## config.mk

```make
export PLATFORM = sky130hd
export DESIGN_NAME = text_encoding_detector
export DESIGN_NICKNAME = d
export VERILOG_FILES = /design/src/rtl/core/ted_pkg.sv /design/src/rtl/core/ted_update.sv /design/src/rtl/core/ted_decide.sv /design/src/rtl/core/text_encoding_detector.sv
export SDC_FILE = /design/constraint.sdc
export NUM_CORES = 1
export LEC_CHECK = 0
export BUFFER_PORTS_ARGS = -buffer_cell sky130_fd_sc_hd__clkbuf_2
export CAP_MARGIN = 30
export CORE_ASPECT_RATIO = 1.4
export CORE_MARGIN = 3
export CORE_UTILIZATION = 38
export DETAILED_ROUTE_END_ITERATION = 12
export HOLD_SLACK_MARGIN = 0.06
export SETUP_SLACK_MARGIN = 0.3
export SLEW_MARGIN = 20
export SYNTH_ARGS = -nofsm -noshare
export SYNTH_HDL_FRONTEND = slang
export SYNTH_SLANG_ARGS = --single-unit
```

## constraint.sdc

```tcl
create_clock -name aclk -period 18.7 [get_ports aclk]
set_input_delay 2.805 -clock aclk [delete_from_list [all_inputs] [get_ports aclk]]
set_output_delay 2.805 -clock aclk [all_outputs]
set_load 0.01 [all_outputs]
```

## src/rtl/core/ted_pkg.sv

```systemverilog
`default_nettype none
package ted_pkg;

    localparam int unsigned MaxSampleBytes = 65536;
    localparam int unsigned CountW = $clog2(MaxSampleBytes + 1);

    typedef enum logic [2:0] {
        ENC_UTF8    = 3'd0,
        ENC_UTF16LE = 3'd1,
        ENC_UTF16BE = 3'd2,
        ENC_GB18030 = 3'd3,
        ENC_BIG5    = 3'd4
    } enc_t;

    typedef enum logic [2:0] {
        RULE_ANY  = 3'd0,
        RULE_A0BF = 3'd1,
        RULE_809F = 3'd2,
        RULE_90BF = 3'd3,
        RULE_808F = 3'd4
    } rule_t;

    // accumulated per-sample statistics
    typedef struct packed {
        logic [CountW-1:0] byte_count;
        logic [23:0]       head_bytes;
        logic              prev_zero;
        logic [15:0]       even_zero;
        logic [15:0]       odd_zero;
        logic [1:0]        u8_remaining;
        rule_t             u8_rule;
        logic              u8_range_bad;
        logic              u8_failed;
        logic [1:0]        gb_phase;
        logic [7:0]        gb_lead;
        logic              gb_valid;
        logic [15:0]       gb_pairs;
        logic [15:0]       gb_hits;
        logic              b5_pending;
        logic [7:0]        b5_lead;
        logic              b5_valid;
        logic [15:0]       b5_pairs;
        logic [15:0]       b5_hits;
    } stats_t;

    function automatic stats_t stats_clear();
        stats_t s;
        s = '0;
        s.gb_valid = 1'b1;
        s.b5_valid = 1'b1;
        return s;
    endfunction

    function automatic logic [15:0] sat_inc(input logic [15:0] v);
        return (v != 16'hFFFF) ? v + 16'd1 : v;
    endfunction

    function automatic logic gb_rom_has(input logic [15:0] k);
        case (k)
            16'h81ED, 16'h8283, 16'h87F8, 16'h8C57, 16'h8CA6, 16'h9572, 16'h95F8,
            16'h95FE, 16'h9EB3, 16'h9EE9, 16'h9F6F, 16'hAC46, 16'hB06C, 16'hB1BE,
            16'hB2BB, 16'hB3A4, 16'hB3C9, 16'hB3F6, 16'hB4CB, 16'hB4CE, 16'hB4F3,
            16'hB5BD, 16'hB5C0, 16'hB5C3, 16'hB5C4, 16'hB5D8, 16'hB5DA, 16'hB6C1,
            16'hB6D4, 16'hB6E0, 16'hB6F8, 16'hB6FE, 16'hB7A2, 16'hB8DF, 16'hB8F6,
            16'hB9FA, 16'hB9FD, 16'hBAC3, 16'hBAF3, 16'hBBB9, 16'hBBE1, 16'hBCD2,
            16'hBDF8, 16'hBE57, 16'hBECD, 16'hBFAA, 16'hBFB4, 16'hC0B4, 16'hC0EF,
            16'hC1CB, 16'hC295, 16'hC3C7, 16'hC3E6, 16'hC3F7, 16'hC4DC, 16'hC4E3,
            16'hC4EA, 16'hC55F, 16'hC563, 16'hC6F0, 16'hC7B0, 16'hC8A5, 16'hC8BB,
            16'hC8CB, 16'hC8D5, 16'hC8FD, 16'hC9CF, 16'hC9F9, 16'hC9FA, 16'hCAB1,
            16'hCAC2, 16'hCAC7, 16'hCAD6, 16'hCAE9, 16'hCBB5, 16'hCBFB, 16'hCBFD,
            16'hCCA8, 16'hCCE5, 16'hCCEC, 16'hCDE5, 16'hCDF8, 16'hCEAA, 16'hCEC4,
            16'hCED2, 16'hCEDE, 16'hCFC2, 16'hCFD6, 16'hCFEB, 16'hD0A1, 16'hD0C4,
            16'hD0D0, 16'hD165, 16'hD1A7, 16'hD2B2, 16'hD2BB, 16'hD2D1, 16'hD3C3,
            16'hD3D0, 16'hD3DA, 16'hD3EB, 16'hD4C2, 16'hD4DA, 16'hD566, 16'hD5C2,
            16'hD5E2, 16'hD6BB, 16'hD6D0, 16'hD6F8, 16'hD778, 16'hD7C5, 16'hD7D3,
            16'hD7EE, 16'hDF40, 16'hDF4D, 16'hDF5E, 16'hDF80, 16'hE1E1, 16'hE94C,
            16'hE95F, 16'hECB6, 16'hF377: return 1'b1;
            default: return 1'b0;
        endcase
    endfunction

    function automatic logic b5_rom_has(input logic [15:0] k);
        case (k)
            16'hA440, 16'hA446, 16'hA447, 16'hA448, 16'hA454, 16'hA455, 16'hA457,
            16'hA45D, 16'hA45F, 16'hA46A, 16'hA46C, 16'hA470, 16'hA477, 16'hA4A3,
            16'hA4A4, 16'hA4D1, 16'hA4DF, 16'hA4E2, 16'hA4E5, 16'hA4E9, 16'hA4EB,
            16'hA54C, 16'hA558, 16'hA568, 16'hA575, 16'hA578, 16'hA5BB, 16'hA5CD,
            16'hA5CE, 16'hA65A, 16'hA661, 16'hA662, 16'hA668, 16'hA66E, 16'hA66F,
            16'hA67E, 16'hA6A8, 16'hA6B3, 16'hA6B8, 16'hA6B9, 16'hA6D3, 16'hA6E6,
            16'hA741, 16'hA7DA, 16'hA8BD, 16'hA8C6, 16'hA8D3, 16'hA8EC, 16'hA9F3,
            16'hA9FA, 16'hAABA, 16'hAAF8, 16'hAB65, 16'hABE1, 16'hAC4F, 16'hACB0,
            16'hACDD, 16'hADB1, 16'hADCC, 16'hAE61, 16'hAEC9, 16'hAED1, 16'hAFE0,
            16'hB05F, 16'hB0AA, 16'hB0EA, 16'hB16F, 16'hB27B, 16'hB2C4, 16'hB36F,
            16'hB3B9, 16'hB3CC, 16'hB44E, 16'hB54C, 16'hB54D, 16'hB56F, 16'hB5DB,
            16'hB669, 16'hB67D, 16'hB751, 16'hB77C, 16'hB8CC, 16'hB944, 16'hB94C,
            16'hB9EF, 16'hBAF4, 16'hBB4F, 16'hBB50, 16'hBBA1, 16'hBEC7, 16'hC16E,
            16'hC1D9, 16'hC5AA, 16'hC5E9, 16'hC657, 16'hC94F, 16'hCA49,
            16'hCA5E: return 1'b1;
            default: return 1'b0;
        endcase
    endfunction

endpackage
`default_nettype wire

```

## src/rtl/core/ted_update.sv

```systemverilog
`default_nettype none
module ted_update
    import ted_pkg::*;
(
    input  wire stats_t     cur,
    input  wire logic [7:0] b,
    output stats_t          nxt
);

    logic cont;
    logic gb_trail;
    logic b5_trail;
    logic n_odd;

    assign cont     = (b[7:6] == 2'b10);
    assign gb_trail = (b >= 8'h40 && b <= 8'h7E) || (b >= 8'h80 && b <= 8'hFE);
    assign b5_trail = (b >= 8'h40 && b <= 8'h7E) || (b >= 8'hA1 && b <= 8'hFE);
    assign n_odd    = cur.byte_count[0];

    always_comb begin
        nxt = cur;
        if (cur.byte_count < CountW'(MaxSampleBytes)) begin
            nxt.byte_count = cur.byte_count + CountW'(1);
            if (cur.byte_count == CountW'(0)) nxt.head_bytes[23:16] = b;
            if (cur.byte_count == CountW'(1)) nxt.head_bytes[15:8] = b;
            if (cur.byte_count == CountW'(2)) nxt.head_bytes[7:0] = b;
            if (!n_odd) begin
                nxt.prev_zero = (b == 8'h00);
            end else begin
                if (cur.prev_zero) nxt.even_zero = sat_inc(cur.even_zero);
                if (b == 8'h00) nxt.odd_zero = sat_inc(cur.odd_zero);
            end

            // utf-8 validation
            if (!cur.u8_failed) begin
                if (cur.u8_remaining == 2'd0) begin
                    nxt.u8_range_bad = 1'b0;
                    nxt.u8_rule = RULE_ANY;
                    if (b <= 8'h7F) begin
                        nxt.u8_remaining = 2'd0;
                    end else if (b >= 8'hC2 && b <= 8'hDF) begin
                        nxt.u8_remaining = 2'd1;
                    end else if (b == 8'hE0) begin
                        nxt.u8_remaining = 2'd2; nxt.u8_rule = RULE_A0BF;
                    end else if (b == 8'hED) begin
                        nxt.u8_remaining = 2'd2; nxt.u8_rule = RULE_809F;
                    end else if (b >= 8'hE1 && b <= 8'hEF) begin
                        nxt.u8_remaining = 2'd2;
                    end else if (b == 8'hF0) begin
                        nxt.u8_remaining = 2'd3; nxt.u8_rule = RULE_90BF;
                    end else if (b == 8'hF4) begin
                        nxt.u8_remaining = 2'd3; nxt.u8_rule = RULE_808F;
                    end else if (b >= 8'hF1 && b <= 8'hF3) begin
                        nxt.u8_remaining = 2'd3;
                    end else begin
                        nxt.u8_failed = 1'b1;
                    end
                end else if (!cont) begin
                    nxt.u8_failed = 1'b1;
                end else begin
                    if ((cur.u8_rule == RULE_A0BF && b < 8'hA0) ||
                        (cur.u8_rule == RULE_809F && b > 8'h9F) ||
                        (cur.u8_rule == RULE_90BF && b < 8'h90) ||
                        (cur.u8_rule == RULE_808F && b > 8'h8F))
                        nxt.u8_range_bad = 1'b1;
                    nxt.u8_rule = RULE_ANY;
                    nxt.u8_remaining = cur.u8_remaining - 2'd1;
                    if (cur.u8_remaining == 2'd1 && nxt.u8_range_bad) nxt.u8_failed = 1'b1;
                end
            end

            // gb18030 scorer
            if (cur.gb_valid) begin
                case (cur.gb_phase)
                    2'd0: begin
                        if (b > 8'h7F) begin
                            if (b < 8'h81 || b > 8'hFE) begin
                                nxt.gb_valid = 1'b0;
                            end else begin
                                nxt.gb_lead = b; nxt.gb_phase = 2'd1;
                            end
                        end
                    end
                    2'd1: begin
                        if (b >= 8'h30 && b <= 8'h39) begin
                            nxt.gb_phase = 2'd2;
                        end else if (!gb_trail) begin
                            nxt.gb_valid = 1'b0;
                        end else begin
                            if (gb_rom_has({cur.gb_lead, b})) nxt.gb_hits = sat_inc(cur.gb_hits);
                            nxt.gb_pairs = sat_inc(cur.gb_pairs);
                            nxt.gb_phase = 2'd0;
                        end
                    end
                    2'd2: begin
                        nxt.gb_lead = {7'd0, (b >= 8'h81 && b <= 8'hFE)};
                        nxt.gb_phase = 2'd3;
                    end
                    default: begin
                        if (cur.gb_lead == 8'd0 || b < 8'h30 || b > 8'h39) begin
                            nxt.gb_valid = 1'b0;
                        end else begin
                            nxt.gb_pairs = sat_inc(cur.gb_pairs);
                            nxt.gb_phase = 2'd0;
                        end
                    end
                endcase
            end

            // big5 scorer
            if (cur.b5_valid) begin
                if (!cur.b5_pending) begin
                    if (b > 8'h7F) begin
                        if (b < 8'h81 || b > 8'hFE) begin
                            nxt.b5_valid = 1'b0;
                        end else begin
                            nxt.b5_lead = b; nxt.b5_pending = 1'b1;
                        end
                    end
                end else if (!b5_trail) begin
                    nxt.b5_valid = 1'b0;
                end else begin
                    if (b5_rom_has({cur.b5_lead, b})) nxt.b5_hits = sat_inc(cur.b5_hits);
                    nxt.b5_pairs = sat_inc(cur.b5_pairs);
                    nxt.b5_pending = 1'b0;
                end
            end
        end
    end

endmodule
`default_nettype wire

```

## src/rtl/core/ted_decide.sv

```systemverilog
`default_nettype none
module ted_decide
    import ted_pkg::*;
(
    input  wire stats_t s,
    input  wire logic   trunc,
    output enc_t        enc
);

    logic [CountW-2:0] pairs;
    logic [18:0]       od5, ev5;
    logic [20:0]       od20, ev20;
    logic [15:0]       pmin;
    logic [29:0]       m3prod;
    logic [15:0]       m12;
    logic [15:0]       m;
    logic [16:0]       gb_lim;
    logic              gv, bv, long_enough;

    assign pairs = s.byte_count[CountW-1:1];
    assign od5   = {3'd0, s.odd_zero} * 19'd5;
    assign ev5   = {3'd0, s.even_zero} * 19'd5;
    assign od20  = {5'd0, s.odd_zero} * 21'd20;
    assign ev20  = {5'd0, s.even_zero} * 21'd20;
    assign pmin  = (s.gb_pairs < s.b5_pairs) ? s.gb_pairs : s.b5_pairs;
    // divide by 12: drop two bits, then divide by 3 via reciprocal multiply
    assign m3prod = {16'd0, pmin[15:2]} * 30'd43691;
    assign m12   = {3'd0, m3prod[29:17]};
    assign m     = (m12 < 16'd2) ? 16'd2 : m12;
    assign gb_lim = {1'b0, s.gb_hits} + {1'b0, m};
    assign gv    = s.gb_valid && (s.gb_phase == 2'd0 || trunc);
    assign bv    = s.b5_valid && (!s.b5_pending || trunc);
    assign long_enough = s.byte_count >= CountW'(8);

    always_comb begin
        if (s.byte_count >= CountW'(3) && s.head_bytes == 24'hEFBBBF) begin
            enc = ENC_UTF8;
        end else if (s.byte_count >= CountW'(2) && s.head_bytes[23:8] == 16'hFFFE) begin
            enc = ENC_UTF16LE;
        end else if (s.byte_count >= CountW'(2) && s.head_bytes[23:8] == 16'hFEFF) begin
            enc = ENC_UTF16BE;
        end else if (long_enough && 32'(od5) > 32'(pairs) && 32'(ev20) < 32'(pairs)) begin
            enc = ENC_UTF16LE;
        end else if (long_enough && 32'(ev5) > 32'(pairs) && 32'(od20) < 32'(pairs)) begin
            enc = ENC_UTF16BE;
        end else if (!s.u8_failed && (s.u8_remaining == 2'd0 || trunc)) begin
            enc = ENC_UTF8;
        end else if (bv && !gv) begin
            enc = ENC_BIG5;
        end else if (gv && bv && s.b5_hits >= 16'd2 && {1'b0, s.b5_hits} >= gb_lim) begin
            enc = ENC_BIG5;
        end else begin
            enc = ENC_GB18030;
        end
    end

endmodule
`default_nettype wire

```

## src/rtl/core/text_encoding_detector.sv

```systemverilog
`default_nettype none
// one byte accepted per cycle unless input is stalled; statistics update from the input register
// result is registered: the last beat passes the input register, then the result register
// a held result stalls input only when a second result would have to be queued
// synchronous active-low reset clears the sample statistics, sample_truncated and both valids
module text_encoding_detector
    import ted_pkg::*;
(
    input  wire logic       aclk,
    input  wire logic       aresetn,
    input  wire logic       cfg_valid,
    output logic            cfg_ready,
    input  wire logic [7:0] cfg_data,      // [0] sample_truncated
    input  wire logic       s_tvalid,
    output logic            s_tready,
    input  wire logic [7:0] s_tdata,       // [7:0] byte_value
    input  wire logic       s_tlast,       // last_byte
    output logic            m_tvalid,
    input  wire logic       m_tready,
    output logic [7:0]      m_tdata        // [2:0] encoding
);

    logic       trunc_reg;
    logic       in_vld_reg;
    logic [7:0] in_byte_reg;
    logic       in_last_reg;
    stats_t     st_reg, st_next, st_upd;
    logic       out_vld_reg;
    enc_t       out_enc_reg;
    enc_t       dec_enc;
    logic       stall;

    ted_update u_upd (.cur(st_reg), .b(in_byte_reg), .nxt(st_upd));
    ted_decide u_dec (.s(st_upd), .trunc(trunc_reg), .enc(dec_enc));

    // stage holds only if it carries a last beat and the result slot is busy
    assign stall     = in_vld_reg && in_last_reg && out_vld_reg && !m_tready;
    assign s_tready  = !stall;
    assign cfg_ready = 1'b1;
    assign m_tvalid  = out_vld_reg;
    assign m_tdata   = {5'd0, out_enc_reg};

    always_comb begin
        st_next = st_reg;
        if (in_vld_reg && !stall) st_next = in_last_reg ? stats_clear() : st_upd;
    end

    always_ff @(posedge aclk) begin
        if (!aresetn) begin
            trunc_reg   <= 1'b0;
            in_vld_reg  <= 1'b0;
            out_vld_reg <= 1'b0;
            st_reg      <= stats_clear();
        end else begin
            if (cfg_valid) trunc_reg <= cfg_data[0];
            st_reg <= st_next;
            if (!stall) begin
                in_vld_reg  <= s_tvalid;
                in_byte_reg <= s_tdata;
                in_last_reg <= s_tlast;
            end
            if (in_vld_reg && in_last_reg && !stall) begin
                out_vld_reg <= 1'b1;
                out_enc_reg <= dec_enc;
            end else if (m_tready) begin
                out_vld_reg <= 1'b0;
            end
        end
    end

    assert property (@(posedge aclk) disable iff (!aresetn) stall |=> $stable(st_reg))
        else $error("stats changed while stalled");
    assert property (@(posedge aclk) disable iff (!aresetn)
        (in_vld_reg && in_last_reg && !stall) |=> (m_tvalid && st_reg == stats_clear()))
        else $error("last beat did not produce a result and clear");
    assert property (@(posedge aclk) disable iff (!aresetn) (m_tvalid && !m_tready) |=> m_tvalid)
        else $error("result dropped");
    assert property (@(posedge aclk) disable iff (!aresetn) m_tvalid |-> m_tdata[2:0] <= 3'd4)
        else $error("bad encoding code");

endmodule
`default_nettype wire

```

==> run_results.csv <==
group,metric,value,unit
clock_tree,clk-insertion-delay-late,0.46,ns
detailed_routing,avgViaCountPerCell,5.89,
yosys,synth-edff-count,12,
power,power.static_leakage,0.00947,µW
cells_and_area,layout.nets,2961,
critical_path,worstSetupPathType,"reg2reg",
global_route,globalRouteTotalUtil,21.3,%
timing,rsz_0062_raised_after_global_routing,"false",
timing,timing.max_slew.rel_slack,34.1,%
placed_design,place_inst,3322,
timing,finalSetupViolations,0,
critical_path,endpoint_kind,"flip-flop",
global_route,grt_pass1_wl,103,mm
yosys,avgSynthCellArea,7.87,µm²
placed_design,io_buffers,19,
clock_tree,sink_count,181,
job,drv_cap,0,
yosys,ys_types,99,
cells_and_area,n_fill_cell,5713,
cells_and_area,finalInstanceArea,22400,µm²
cells_and_area,most-common-layout-cells,"ha_1, nand2_1, inv_1, dfxtp_1, nor2_1",
global_route,maximum_number_of_pins_on_one_net_before_global_route_repair,103,
yosys,yosys.area.top_type,"dfxtp_1",
min_path,timing.hold.worst.class,"reg2reg",
detailed_routing,drtIter0Drc,1553,
floorplan,chipHeight,286,µm
detailed_routing,routed_wire_length_per_instance,19.0,µm
floorplan,initial_core_util,38.4,%
yosys,mappedNetlistArea,21300,µm²
clock_tree,cts_tree,"done",
yosys,synth_cells,2702,
yosys,register_area_share_after_synthesis,17.6,%
yosys,post_synth_main_area_contributors,"dfxtp_1, ha_1, fa_1, nor2b_1, nand2_1",
floorplan,dieWidth,206,µm
power,irDropWorstVdd,66.2,µV
cells_and_area,synthToLayoutAreaGrowth,5.39,%
clock_tree,cts-resized-gates,0,
yosys,synth-warning-count,0,
timing,final_period_minus_worst_setup_slack,16.94,ns
clock_tree,cts_post_setup_buffers_inserted,0,
detailed_routing,drt_first_pass_iters,5,
floorplan,ios,33,
timing,achievable-frequency,59.0,MHz
critical_path,cp.arrival,17.14,ns
timing,setup_tns,0,ns
yosys,ys_seq_elements,181,
critical_path,worst_path_largest_cell_delay,0.69,ns
detailed_routing,route.vias.total,19800,
floorplan,core,55400,µm²
clock_tree,cts-root-buf,"clkbuf_16",
yosys,ys_async_sr_fraction,0,%
timing,fin_worst_hold_slack,0.475,ns
global_route,globalRouteOverflowTotal,0,
clock_tree,cts_max_path_buffers,2,
cells_and_area,antenna-diode-count,0,
critical_path,worst-endpoint-required,18.91,ns
floorplan,dieArea,58900,µm²
floorplan,num_rows,102,
cells_and_area,post_route_cells_drive_above_1_share,4.64,%
yosys,dominantRegCellSynth,"dfxtp_1",
cells_and_area,largest_reg_flops,166,
detailed_routing,postRouteAntennaNets,0,
detailed_routing,drcViolationCount,0,
global_route,grt_pass1_vias,19600,
timing,finalClockSkew,0.0157,ns
power,power_density,39.0,nW/µm²
placed_design,dp_hpwl,47.7,mm
clock_tree,cts_inserted_buffers,17,
clock_tree,htree_num_levels,4,
yosys,netlist.area_leader.share,15.9,%
cells_and_area,final_cell_count_no_fill,3355,
critical_path,startpoint_type,"flip-flop",
critical_path,critPathSlowestCell,"nand2_1",
detailed_routing,drt-total-wl,63.8,mm
critical_path,cp_max_fo,42,
placed_design,globalplace.congestion,0.939,
clock_tree,postCtsHoldBufs,0,
timing,hold_viol_final,0,
critical_path,crit_path_frequent_cell,"ha_1",
cells_and_area,most_common_cell_after_layout_fill_and_taps_aside,"ha_1",
timing,timing.final.crit_share,90.6,%
clock_tree,clock_pin_slew_on_the_worst_setup_and_hold_paths,0.08,ns
timing,worst-slew-pin-transition,0.983,ns
global_route,grt_antenna_before_repair,0,
outcome,outcome,"finished, final reports clean",
timing,slew_viol_final,0,
placed_design,placedInstanceArea,21800,µm²
-- per-layer routing --
metal,GRT usage (%),vias up,routed length [µm]
met2,37.8,537,31700
met4,9.17,0,2520
met5,0,-,0
li1,-,9627,-
met1,26.0,9458,27100
met3,2.05,142,2520
-- per-stage QoR --
| stage | power, µW | utilization, % | setup slack, ns |
|---|---|---|---|
| after detailed placement | 507 | 39.4 | 1.96 |
| final | 875 | 40.5 | 1.76 |
| after global routing | 908 | 40.5 | 0.655 |
| after global placement | 506 | 39.4 | 2.22 |
| after floorplan | 478 | - | 4.80 |
| after CTS | 881 | 40.5 | 1.87 |
-- worst paths after layout --
path | slack (ns) | startpoint | endpoint | depth (start not counted)
worst max-delay path | 1.76 | in_byte_reg[1] | out_enc_reg[2] | 61
worst min-delay path | 0.47 | st_reg[86] | st_reg[86] | 2
worst max register to register | 1.76 | in_byte_reg[1] | out_enc_reg[2] | 61
worst min register to register | 0.47 | st_reg[86] | st_reg[86] | 2
-- worst max-delay path, delay by kind of cell (launching register included) --
kind | cells | cell delay [ns]
AO/OA/AOI/OAI | 26 | 6.67
XOR/XNOR | 4 | 0.73
adder cells (fa/ha/maj) | 11 | 4.13
buffers and inverters | 5 | 0.87
flip-flops | 1 | 0.48
multiplexers | 1 | 0.46
AND/OR/NAND/NOR | 14 | 3.29
-- cell families after synthesis --
group                      after synthesis  share of synthesized area, %
AOI/OAI and AO/OA                      679                          21.5
muxes                                   45                          2.21
adders and majority gates              325                          21.1
DFF                                    181                          17.6
other                                    2                        0.0353
and+or+nand+nor                       1007                          25.8
xor gates and xnor gates               137                          5.64
buffers and inverters                  326                          6.20
-- cell type report --
type	instances	area, µm²	area share [%]
inverters	170	638	2.85
well taps	728	911	4.06
repair buffers	45	288	1.28
clock inverters	14	160	0.714
multi-input cells	2199	16300	72.5
flip-flops and latches	181	3740	16.7
clock buffers	18	429	1.91
-- synthesized netlist by cell type, types with 23 or more instances --
library cell and count:
nor2_1 165, nand2_1 203, a21boi_0 25, fa_1 55, ha_1 270, nand2b_1 33
o22ai_1 38, buf_2 31, mux2i_1 33, nand4_1 53, xor2_1 62, and2_1 61
clkbuf_1 108, and3_1 39, a21oi_1 121, inv_1 169, nor4_1 25, nor2b_1 147
nor3_1 74, a22oi_1 86, dfxtp_1 169, nand3_1 77, xnor2_1 75, o21ai_0 145
a21o_1 35, o21a_1 30, a31oi_1 23
-- where the power goes --
part | internal, µW | leakage (µW) | switching, µW
clock network | 190 | 0.000285 | 185
logic | 31.2 | 0.00771 | 69.5
registers | 393 | 0.00148 | 6.73
total | 614 | 0.00947 | 261
No activity file was read; power rests on OpenSTA's default activity.
